File: src/hw/rtl/itp_pkg.sv
// Shared types, character codes and helpers for the infix to postfix converter.
package itp_pkg;

   localparam int STACK_DEPTH = 32;
   localparam int CNT_W       = $clog2(STACK_DEPTH + 1);
   localparam int ADDR_W      = $clog2(STACK_DEPTH);

   localparam logic [7:0] CH_PLUS   = 8'h2B;
   localparam logic [7:0] CH_MINUS  = 8'h2D;
   localparam logic [7:0] CH_PCT    = 8'h25;
   localparam logic [7:0] CH_SLASH  = 8'h2F;
   localparam logic [7:0] CH_STAR   = 8'h2A;
   localparam logic [7:0] CH_EQ     = 8'h3D;
   localparam logic [7:0] CH_LPAREN = 8'h28;
   localparam logic [7:0] CH_RPAREN = 8'h29;
   localparam logic [7:0] CH_SPACE  = 8'h20;
   localparam logic [7:0] CH_NUL    = 8'h00;
   localparam logic [7:0] CH_DIG_LO = 8'h30;
   localparam logic [7:0] CH_DIG_HI = 8'h39;
   localparam logic [7:0] CH_LET_LO = 8'h61;
   localparam logic [7:0] CH_LET_HI = 8'h7A;

   typedef enum logic [2:0] {
      CLS_OPERAND,
      CLS_OPEN,
      CLS_CLOSE,
      CLS_OP,
      CLS_OTHER
   } cls_type;

   typedef struct packed {
      logic [7:0] ch;
      cls_type    cls;
      logic [1:0] prec;
      logic       last;
   } cmd_type;

   typedef struct packed {
      logic [7:0] ch;
      logic       last;
      logic       ovf;
   } rsp_type;

   typedef enum logic [2:0] {
      ST_IDLE,
      ST_HEAD,
      ST_BODY,
      ST_END_SPACE,
      ST_END_POP,
      ST_DONE
   } state_type;

   function automatic logic [1:0] char_prec(input logic [7:0] c);
      logic [1:0] p;
      case (c) inside
         CH_EQ:                     p = 2'd1;
         CH_PLUS, CH_MINUS:         p = 2'd2;
         CH_STAR, CH_SLASH, CH_PCT: p = 2'd3;
         default:                   p = 2'd0;
      endcase
      return p;
   endfunction

   function automatic cls_type classify(input logic [7:0] c);
      cls_type k;
      case (c) inside
         [CH_DIG_LO:CH_DIG_HI], [CH_LET_LO:CH_LET_HI]:  k = CLS_OPERAND;
         CH_LPAREN:                                     k = CLS_OPEN;
         CH_RPAREN:                                     k = CLS_CLOSE;
         CH_PLUS, CH_MINUS, CH_STAR, CH_SLASH, CH_PCT,
         CH_EQ:                                         k = CLS_OP;
         default:                                       k = CLS_OTHER;
      endcase
      return k;
   endfunction

endpackage

File: src/hw/rtl/infix_to_postfix_converter.sv
// Top level of the infix to postfix converter.
// Infix characters go in as words on the req_ side; postfix characters come out as words on
// the rsp_ side, the last word of each input word flagged by rsp_run_last. A word on the
// req_ side is classified on acceptance and waits in a two-entry queue; the back end's
// sequencer then converts it, making one stack access and producing at most one result
// word per cycle, and pops operators off the stack as the precedence rules call for.
// Expression end emits a space if an operand run is open, flushes the stack and adds a
// terminating NUL. A full result queue holds the sequencer for as long as it stays full.
// The operator stack holds STACK_DEPTH entries; pushes beyond that are dropped and raise
// rsp_overflowed until the expression ends. No clearing pass is needed after reset.
module infix_to_postfix_converter (
   input  logic       clock,
   input  logic       reset,
   input  logic       req_push,
   output logic       req_full,
   input  logic [7:0] req_in_char,
   input  logic       req_expression_end,
   output logic       rsp_empty,
   input  logic       rsp_pop,
   output logic [7:0] rsp_out_char,
   output logic       rsp_run_last,
   output logic       rsp_overflowed
);
   import itp_pkg::*;

   logic    cmd_valid;
   logic    cmd_pop;
   cmd_type cmd_head;

   itp_front u_front (
      .clock              (clock),
      .reset              (reset),
      .req_push           (req_push),
      .req_full           (req_full),
      .req_in_char        (req_in_char),
      .req_expression_end (req_expression_end),
      .cmd_valid          (cmd_valid),
      .cmd_head           (cmd_head),
      .cmd_pop            (cmd_pop)
   );

   itp_back u_back (
      .clock          (clock),
      .reset          (reset),
      .cmd_valid      (cmd_valid),
      .cmd_head       (cmd_head),
      .cmd_pop        (cmd_pop),
      .rsp_empty      (rsp_empty),
      .rsp_pop        (rsp_pop),
      .rsp_out_char   (rsp_out_char),
      .rsp_run_last   (rsp_run_last),
      .rsp_overflowed (rsp_overflowed)
   );

endmodule

File: src/hw/rtl/itp_front.sv
// Front end: accepts input words, classifies them and queues commands for the back end.
module itp_front (
   input  logic             clock,
   input  logic             reset,
   input  logic             req_push,
   output logic             req_full,
   input  logic [7:0]       req_in_char,
   input  logic             req_expression_end,
   output logic             cmd_valid,
   output itp_pkg::cmd_type cmd_head,
   input  logic             cmd_pop
);
   import itp_pkg::*;

   cmd_type    q_ff [2];
   logic       wr_ptr_ff, wr_ptr_in;
   logic       rd_ptr_ff, rd_ptr_in;
   logic [1:0] cnt_ff, cnt_in;
   logic       do_push, do_pop;
   cmd_type    new_cmd;

   assign req_full  = (cnt_ff == 2'd2);
   assign cmd_valid = (cnt_ff != 2'd0);
   assign cmd_head  = q_ff[rd_ptr_ff];

   always_comb begin
      new_cmd.ch   = req_in_char;
      new_cmd.cls  = classify(req_in_char);
      new_cmd.prec = char_prec(req_in_char);
      new_cmd.last = req_expression_end;
      do_push   = req_push && !req_full;
      do_pop    = cmd_pop && cmd_valid;
      wr_ptr_in = do_push ? ~wr_ptr_ff : wr_ptr_ff;
      rd_ptr_in = do_pop ? ~rd_ptr_ff : rd_ptr_ff;
      cnt_in    = cnt_ff + {1'b0, do_push} - {1'b0, do_pop};
   end

   always_ff @(posedge clock) begin
      if (reset) begin
         wr_ptr_ff <= 1'b0;
         rd_ptr_ff <= 1'b0;
         cnt_ff    <= 2'd0;
      end else begin
         wr_ptr_ff <= wr_ptr_in;
         rd_ptr_ff <= rd_ptr_in;
         cnt_ff    <= cnt_in;
      end
   end

   always_ff @(posedge clock) begin
      if (do_push) begin
         q_ff[wr_ptr_ff] <= new_cmd;
      end
   end

endmodule

File: src/hw/rtl/itp_back.sv
// Back end: operator stack sequencer and result queue.
module itp_back (
   input  logic             clock,
   input  logic             reset,
   input  logic             cmd_valid,
   input  itp_pkg::cmd_type cmd_head,
   output logic             cmd_pop,
   output logic             rsp_empty,
   input  logic             rsp_pop,
   output logic [7:0]       rsp_out_char,
   output logic             rsp_run_last,
   output logic             rsp_overflowed
);
   import itp_pkg::*;

   state_type         state_ff, state_in;
   cmd_type           cmd_ff, cmd_in;
   logic [CNT_W-1:0]  cnt_ff, cnt_in, cnt_dec;
   logic              run_ff, run_in;
   logic              ovf_ff, ovf_in;

   logic [7:0]        mem [STACK_DEPTH];
   logic [7:0]        top_ff;
   logic              we;
   logic [ADDR_W-1:0] waddr, raddr;

   logic              hold_v_ff;
   logic [7:0]        hold_ch_ff;
   logic              hold_ovf_ff;

   rsp_type           oq_ff [2];
   logic              oq_wr_ff, oq_rd_ff;
   logic [1:0]        oq_cnt_ff;
   logic              oq_full, oq_push, oq_pop;
   rsp_type           oq_wdata;

   logic              emit, can_emit, flush_last;
   logic [7:0]        emit_ch;
   logic              stack_full, stack_empty, top_wins;
   state_type         after_body;

   assign stack_full  = (cnt_ff == CNT_W'(STACK_DEPTH));
   assign stack_empty = (cnt_ff == '0);
   assign top_wins    = !stack_empty && (char_prec(top_ff) >= cmd_ff.prec);
   assign cnt_dec     = cnt_ff - CNT_W'(1);
   assign after_body  = cmd_ff.last ? ST_END_SPACE : ST_DONE;
   assign oq_full     = (oq_cnt_ff == 2'd2);
   assign can_emit    = !hold_v_ff || !oq_full;
   assign waddr       = cnt_ff[ADDR_W-1:0];

   always_comb begin
      logic [CNT_W-1:0] rd_idx;
      state_in   = state_ff;
      cmd_in     = cmd_ff;
      cnt_in     = cnt_ff;
      run_in     = run_ff;
      ovf_in     = ovf_ff;
      we         = 1'b0;
      emit       = 1'b0;
      emit_ch    = CH_NUL;
      flush_last = 1'b0;
      cmd_pop    = 1'b0;
      unique case (state_ff)
         ST_IDLE: begin
            if (cmd_valid) begin
               cmd_pop  = 1'b1;
               cmd_in   = cmd_head;
               state_in = ST_HEAD;
            end
         end
         ST_HEAD: begin
            if (cmd_ff.cls == CLS_OPERAND) begin
               emit    = 1'b1;
               emit_ch = cmd_ff.ch;
               if (can_emit) begin
                  run_in   = 1'b1;
                  state_in = after_body;
               end
            end else if (run_ff) begin
               emit    = 1'b1;
               emit_ch = CH_SPACE;
               if (can_emit) begin
                  run_in   = 1'b0;
                  state_in = ST_BODY;
               end
            end else begin
               state_in = ST_BODY;
            end
         end
         ST_BODY: begin
            case (cmd_ff.cls)
               CLS_OPEN: begin
                  if (stack_full) begin
                     ovf_in = 1'b1;
                  end else begin
                     we     = 1'b1;
                     cnt_in = cnt_ff + CNT_W'(1);
                  end
                  state_in = after_body;
               end
               CLS_CLOSE: begin
                  if (stack_empty) begin
                     state_in = after_body;
                  end else if (top_ff == CH_LPAREN) begin
                     cnt_in   = cnt_dec;
                     state_in = after_body;
                  end else begin
                     emit    = 1'b1;
                     emit_ch = top_ff;
                     if (can_emit) begin
                        cnt_in = cnt_dec;
                     end
                  end
               end
               CLS_OP: begin
                  if (top_wins) begin
                     emit    = 1'b1;
                     emit_ch = top_ff;
                     if (can_emit) begin
                        cnt_in = cnt_dec;
                     end
                  end else begin
                     if (stack_full) begin
                        ovf_in = 1'b1;
                     end else begin
                        we     = 1'b1;
                        cnt_in = cnt_ff + CNT_W'(1);
                     end
                     state_in = after_body;
                  end
               end
               default: begin
                  state_in = after_body;
               end
            endcase
         end
         ST_END_SPACE: begin
            if (run_ff) begin
               emit    = 1'b1;
               emit_ch = CH_SPACE;
               if (can_emit) begin
                  run_in   = 1'b0;
                  state_in = ST_END_POP;
               end
            end else begin
               state_in = ST_END_POP;
            end
         end
         ST_END_POP: begin
            emit = 1'b1;
            if (!stack_empty) begin
               emit_ch = top_ff;
               if (can_emit) begin
                  cnt_in = cnt_dec;
               end
            end else begin
               emit_ch = CH_NUL;
               if (can_emit) begin
                  ovf_in   = 1'b0;
                  state_in = ST_DONE;
               end
            end
         end
         ST_DONE: begin
            // mark the held word as the item's last and release it
            if (!hold_v_ff) begin
               state_in = ST_IDLE;
            end else if (!oq_full) begin
               flush_last = 1'b1;
               state_in   = ST_IDLE;
            end
         end
         default: begin
            state_in = ST_IDLE;
         end
      endcase
      rd_idx = cnt_in - CNT_W'(1);
      raddr  = rd_idx[ADDR_W-1:0];
   end

   assign oq_push        = (emit && can_emit && hold_v_ff) || flush_last;
   assign oq_pop         = rsp_pop && !rsp_empty;
   assign oq_wdata.ch    = hold_ch_ff;
   assign oq_wdata.ovf   = hold_ovf_ff;
   assign oq_wdata.last  = flush_last;
   assign rsp_empty      = (oq_cnt_ff == 2'd0);
   assign rsp_out_char   = oq_ff[oq_rd_ff].ch;
   assign rsp_run_last   = oq_ff[oq_rd_ff].last;
   assign rsp_overflowed = oq_ff[oq_rd_ff].ovf;

   always_ff @(posedge clock) begin
      if (reset) begin
         state_ff  <= ST_IDLE;
         cnt_ff    <= '0;
         run_ff    <= 1'b0;
         ovf_ff    <= 1'b0;
         hold_v_ff <= 1'b0;
         oq_wr_ff  <= 1'b0;
         oq_rd_ff  <= 1'b0;
         oq_cnt_ff <= 2'd0;
      end else begin
         state_ff  <= state_in;
         cnt_ff    <= cnt_in;
         run_ff    <= run_in;
         ovf_ff    <= ovf_in;
         if (emit && can_emit) begin
            hold_v_ff <= 1'b1;
         end else if (flush_last) begin
            hold_v_ff <= 1'b0;
         end
         if (oq_push) begin
            oq_wr_ff <= ~oq_wr_ff;
         end
         if (oq_pop) begin
            oq_rd_ff <= ~oq_rd_ff;
         end
         oq_cnt_ff <= oq_cnt_ff + {1'b0, oq_push} - {1'b0, oq_pop};
      end
   end

   always_ff @(posedge clock) begin
      cmd_ff <= cmd_in;
      if (emit && can_emit) begin
         hold_ch_ff  <= emit_ch;
         hold_ovf_ff <= ovf_ff;
      end
      if (oq_push) begin
         oq_ff[oq_wr_ff] <= oq_wdata;
      end
   end

   // stack storage; top_ff always tracks the entry below the next count
   always_ff @(posedge clock) begin
      if (we) begin
         mem[waddr] <= cmd_ff.ch;
      end
      if (we && (waddr == raddr)) begin
         top_ff <= cmd_ff.ch;
      end else begin
         top_ff <= mem[raddr];
      end
   end

endmodule

File: config.mk
export PLATFORM = sky130hd
export DESIGN_NAME = infix_to_postfix_converter
export DESIGN_NICKNAME = d
export VERILOG_FILES = /design/src/hw/rtl/itp_pkg.sv /design/src/hw/rtl/infix_to_postfix_converter.sv /design/src/hw/rtl/itp_front.sv /design/src/hw/rtl/itp_back.sv
export SDC_FILE = /design/constraint.sdc
export NUM_CORES = 1
export LEC_CHECK = 0
export BUFFER_PORTS_ARGS = -buffer_cell sky130_fd_sc_hd__buf_2
export CAP_MARGIN = 10
export CORE_ASPECT_RATIO = 1.2
export CORE_MARGIN = 1.5
export CORE_UTILIZATION = 51
export CTS_CLUSTER_DIAMETER = 50
export DETAILED_ROUTE_END_ITERATION = 12
export PLACE_DENSITY = 0.69
export SYNTH_ARGS = -nofsm -noshare
export SYNTH_HDL_FRONTEND = slang
export SYNTH_SLANG_ARGS = --single-unit
File: constraint.sdc
create_clock -name clock -period 4.5 [get_ports clock]
set_input_delay 0.675 -clock clock [delete_from_list [all_inputs] [get_ports clock]]
set_output_delay 0.675 -clock clock [all_outputs]
set_load 0.01 [all_outputs]
==> results.json <==
{
  "outcome": "finished, final reports clean",
  "vias": 9466,
  "drive_gt1_frac": 0.273,
  "port_buffers": 24,
  "gp_congestion": 0.926,
  "die-width_um": 161,
  "nNetsFinal": 1220,
  "synth.area.top_cells": "edfxtp_1 65%, mux2i_1 7.8%, dfxtp_1 3.4%",
  "start_util": 0.516,
  "clkTransAtPathRegs_ns": 0.06,
  "route.detailed.drc": 0,
  "postLayoutCellArea_mm2": 0.0183,
  "ys.warnings.count": 0,
  "antenna_found_initial": 0,
  "reg2reg_slack_ns": 0.03,
  "cts_buffers": 35,
  "ys.flop_type": "edfxtp_1",
  "grt_util_all_layers": 0.227,
  "syn_avg_cell_area_um2": 14.6,
  "max_cap_violations": 0,
  "synth_seq_area_share": 0.681,
  "hold_path.class": "in2reg",
  "cts_tree": "yes",
  "p_leak_nw": 7.01,
  "num_rows": 69,
  "synth_top_cell_by_area": "edfxtp_1",
  "antenna_left": 0,
  "worstSkewPairLatency_ns": 0.52,
  "core-area_mm2": 0.0294,
  "layout.cells.non_filler": 1610,
  "cts_buffer_depth": 3,
  "insertedDiodeCount": 0,
  "fin_crit_sh": 0.994,
  "timing.hold.ws_ns": 0.368,
  "dieArea_mm2": 0.0308,
  "postPlaceCellArea_mm2": 0.0166,
  "grt.overflow.total": 0,
  "relSlewSlack": 0.198,
  "crit_required_ns": 4.89,
  "dp.cells": 1530,
  "grt_pass1_wl_um": 52900,
  "irDropWorstVdd_uv": 415,
  "setup_viol": 0,
  "grt_pass1_vias": 9456,
  "critPathKind": "reg2reg",
  "io_pins": 25,
  "grt_setup_unrepaired": "true",
  "ys_types": 80,
  "area_growth_pct": 20.2,
  "die-height_um": 192,
  "min_from": "req_expression_end",
  "clock_sinks": 353,
  "cp-end-kind": "flip-flop",
  "grt_start_max_net_pins": 34,
  "skew_ns": 0.0155,
  "synth_seq_cells": 353,
  "post-route-min-period_ns": 4.47,
  "wl_um": 35600,
  "synth_area_mm2": 0.0152,
  "dp_hpwl_um": 23400,
  "async_flop_share": 0,
  "fmax_mhz": 223,
  "crit_path_start_kind": "flip-flop",
  "crit_arrival_ns": 4.87,
  "tightest_slew_ns": 1.20,
  "cts_root_buf": "clkbuf_16",
  "htreeDepth": 2,
  "drt-initial-drc-count": 774,
  "drtPass1Iterations": 6,
  "p_per_area_mw_per_mm2": 553,
  "path_max_fanout": 10,
  "drv_slew": 0,
  "synth_edf_count": 327,
  "fillers": 2145,
  "synth_top_area_frac": 0.646,
  "power_w": 0.0101,
  "via_per_inst": 5.88,
  "postSynthCellCount": 1039,
  "finalHoldViolCount": 0,
  "avgRoutedWirePerCell_um": 22.1,
  "synth_fp_nets": 1063
}
[through the flow]
stage	TNS (ns)	setup slack (ns)	utilization
2_1_floorplan	0	0.0555	-
3_3_place_gp	-64.36	-0.361	0.563
3_5_place_dp	-58.41	-0.336	0.563
4_1_cts	0	0.00943	0.605
5_1_grt	-6.45	-0.120	0.620
6_report	0	0.0255	0.620
[path summary, 6_finish.rpt]
check | cells past startpoint | end
worst min register to register | 0 | u_back.oq_ff[1][7]$_DFFE_PP_
worst max-delay path | 22 | flip-flop
worst min-delay path | 1 | u_front.q_ff[0][0]$_DFFE_PP_
worst max register to register | 22 | flip-flop
[Yosys cell counts (all sizes together) (5+ instances only)]
cell type  instances
edfxtp           327
mux2i            118
nor2              81
nand2             53
a21oi             37
a22oi             37
clkbuf            31
o21ai             31
mux2              29
buf               26
dfxtp             26
nand3             26
inv               18
nor2b             18
nand2b            15
a211oi            14
ha                11
nor3              10
xnor2             10
o22ai              9
a22o               8
nand3b             8
xor2               8
a31oi              6
and3               6
or3                6
and2               5
mux4               5
o211ai             5
[logic make-up after synthesis]
kind of cell / count (synthesis) / share of synthesized area
flip-flops: 353 / 0.681
XOR/XNOR: 18 / 0.0104
AND/OR/NAND/NOR: 249 / 0.0803
buffers and inverters: 76 / 0.0280
AO/OA/AOI/OAI: 180 / 0.0848
adder cells (fa/ha/maj): 11 / 0.00906
multiplexers: 152 / 0.107
[flip-flops by register name (all words and copies together), names as in the netlist, named ones only]
name                flops
u_back.hold_v_ff        1
u_back.cnt_ff           6
u_back.hold_ovf_ff      1
u_back.hold_ch_ff       8
u_back.oq_rd_ff         1
u_back.oq_ff           20
u_back.ovf_ff           1
u_back.oq_wr_ff         1
u_front.wr_ptr_ff       1
u_front.rd_ptr_ff       1
u_back.oq_cnt_ff        2
u_back.state_ff         3
u_front.cnt_ff          2
u_back.mem            256
u_back.run_ff           1
u_front.q_ff           28
u_back.cmd_ff          14
[timing repair]
action                                 CTS  global route
setup endpoints to repair              276           286
endpoints found under the hold margin    0             0
cloned                                   0             2
hold buffers                             0             0
setup buffers                            1            17
gates resized for setup                 20            67
pin swaps                                1            32
[worst max-delay path, cell delays in order (launching register included)]
cell	delay, ns
dfxtp_4	0.38
buf_4	0.15
buf_12	0.14
mux2i_1	0.12
a22o_1	0.27
nor3_2	0.29
a211oi_4	0.11
buf_6	0.17
or3_4	0.39
o32ai_4	0.14
nand4b_1	0.15
ha_1	0.30
nand2b_4	0.12
a21oi_4	0.06
o21ai_0	0.18
and2_4	0.20
a21oi_1	0.05
a211o_1	0.30
a32o_1	0.21
a211oi_1	0.21
buf_4	0.18
nand3b_1	0.09
xnor2_1	0.13
[area by class of cell]
| class | count | area, um2 | share of cell area |
|---|---|---|---|
| Sequential cell | 353 | 10300 | 0.567 |
| Multi-Input combinational cell | 610 | 4700 | 0.257 |
| Timing Repair Buffer | 177 | 1500 | 0.0821 |
| Clock buffer | 50 | 1060 | 0.0580 |
| Tap cell | 390 | 488 | 0.0267 |
| Clock inverter | 11 | 92.6 | 0.00507 |
| Inverter | 19 | 71.3 | 0.00391 |
[where the power goes]
| group | internal [W] | switching (W) | leakage (nW) |
|---|---|---|---|
| registers | 0.00410 | 0.000225 | 3.16 |
| logic | 0.00120 | 0.00169 | 3.28 |
| clock network | 0.00170 | 0.00118 | 0.560 |
[layout by cell type, fill, tap and decap left out, types with 7 or more instances in the layout]
| cell type | netlist | routed |
|---|---|---|
| nand2b_1 | 15 | 13 |
| a22o_1 | 8 | 8 |
| dfxtp_1 | 26 | 22 |
| ha_1 | 11 | 10 |
| clkbuf_16 | 0 | 42 |
| mux2_2 | 26 | 26 |
| nor2_4 | 0 | 8 |
| buf_6 | 7 | 16 |
| a22oi_1 | 37 | 33 |
| nor3_1 | 10 | 8 |
| a21oi_1 | 36 | 32 |
| inv_1 | 18 | 17 |
| buf_2 | 10 | 25 |
| nor2_2 | 0 | 8 |
| nand2_1 | 53 | 52 |
| a211oi_2 | 5 | 7 |
| buf_4 | 4 | 123 |
| mux2i_1 | 118 | 115 |
| nand3b_1 | 8 | 8 |
| nor2_1 | 81 | 65 |
| nand3_1 | 26 | 25 |
| nor2b_1 | 18 | 16 |
| xor2_1 | 8 | 7 |
| edfxtp_1 | 327 | 327 |
| clkbuf_1 | 31 | 8 |
| xnor2_1 | 10 | 10 |
| o21ai_0 | 25 | 25 |
| buf_12 | 3 | 11 |
[per-layer routing]
layer / vias up / wire, um / GRT usage
li1: 4311 / - / -
met1: 4722 / 13800 / 0.274
met2: 359 / 18700 / 0.415
met3: 74 / 1860 / 0.0298
met4: 0 / 1240 / 0.0852
met5: - / 0 / 0
Power figures use the tool's default switching activity.
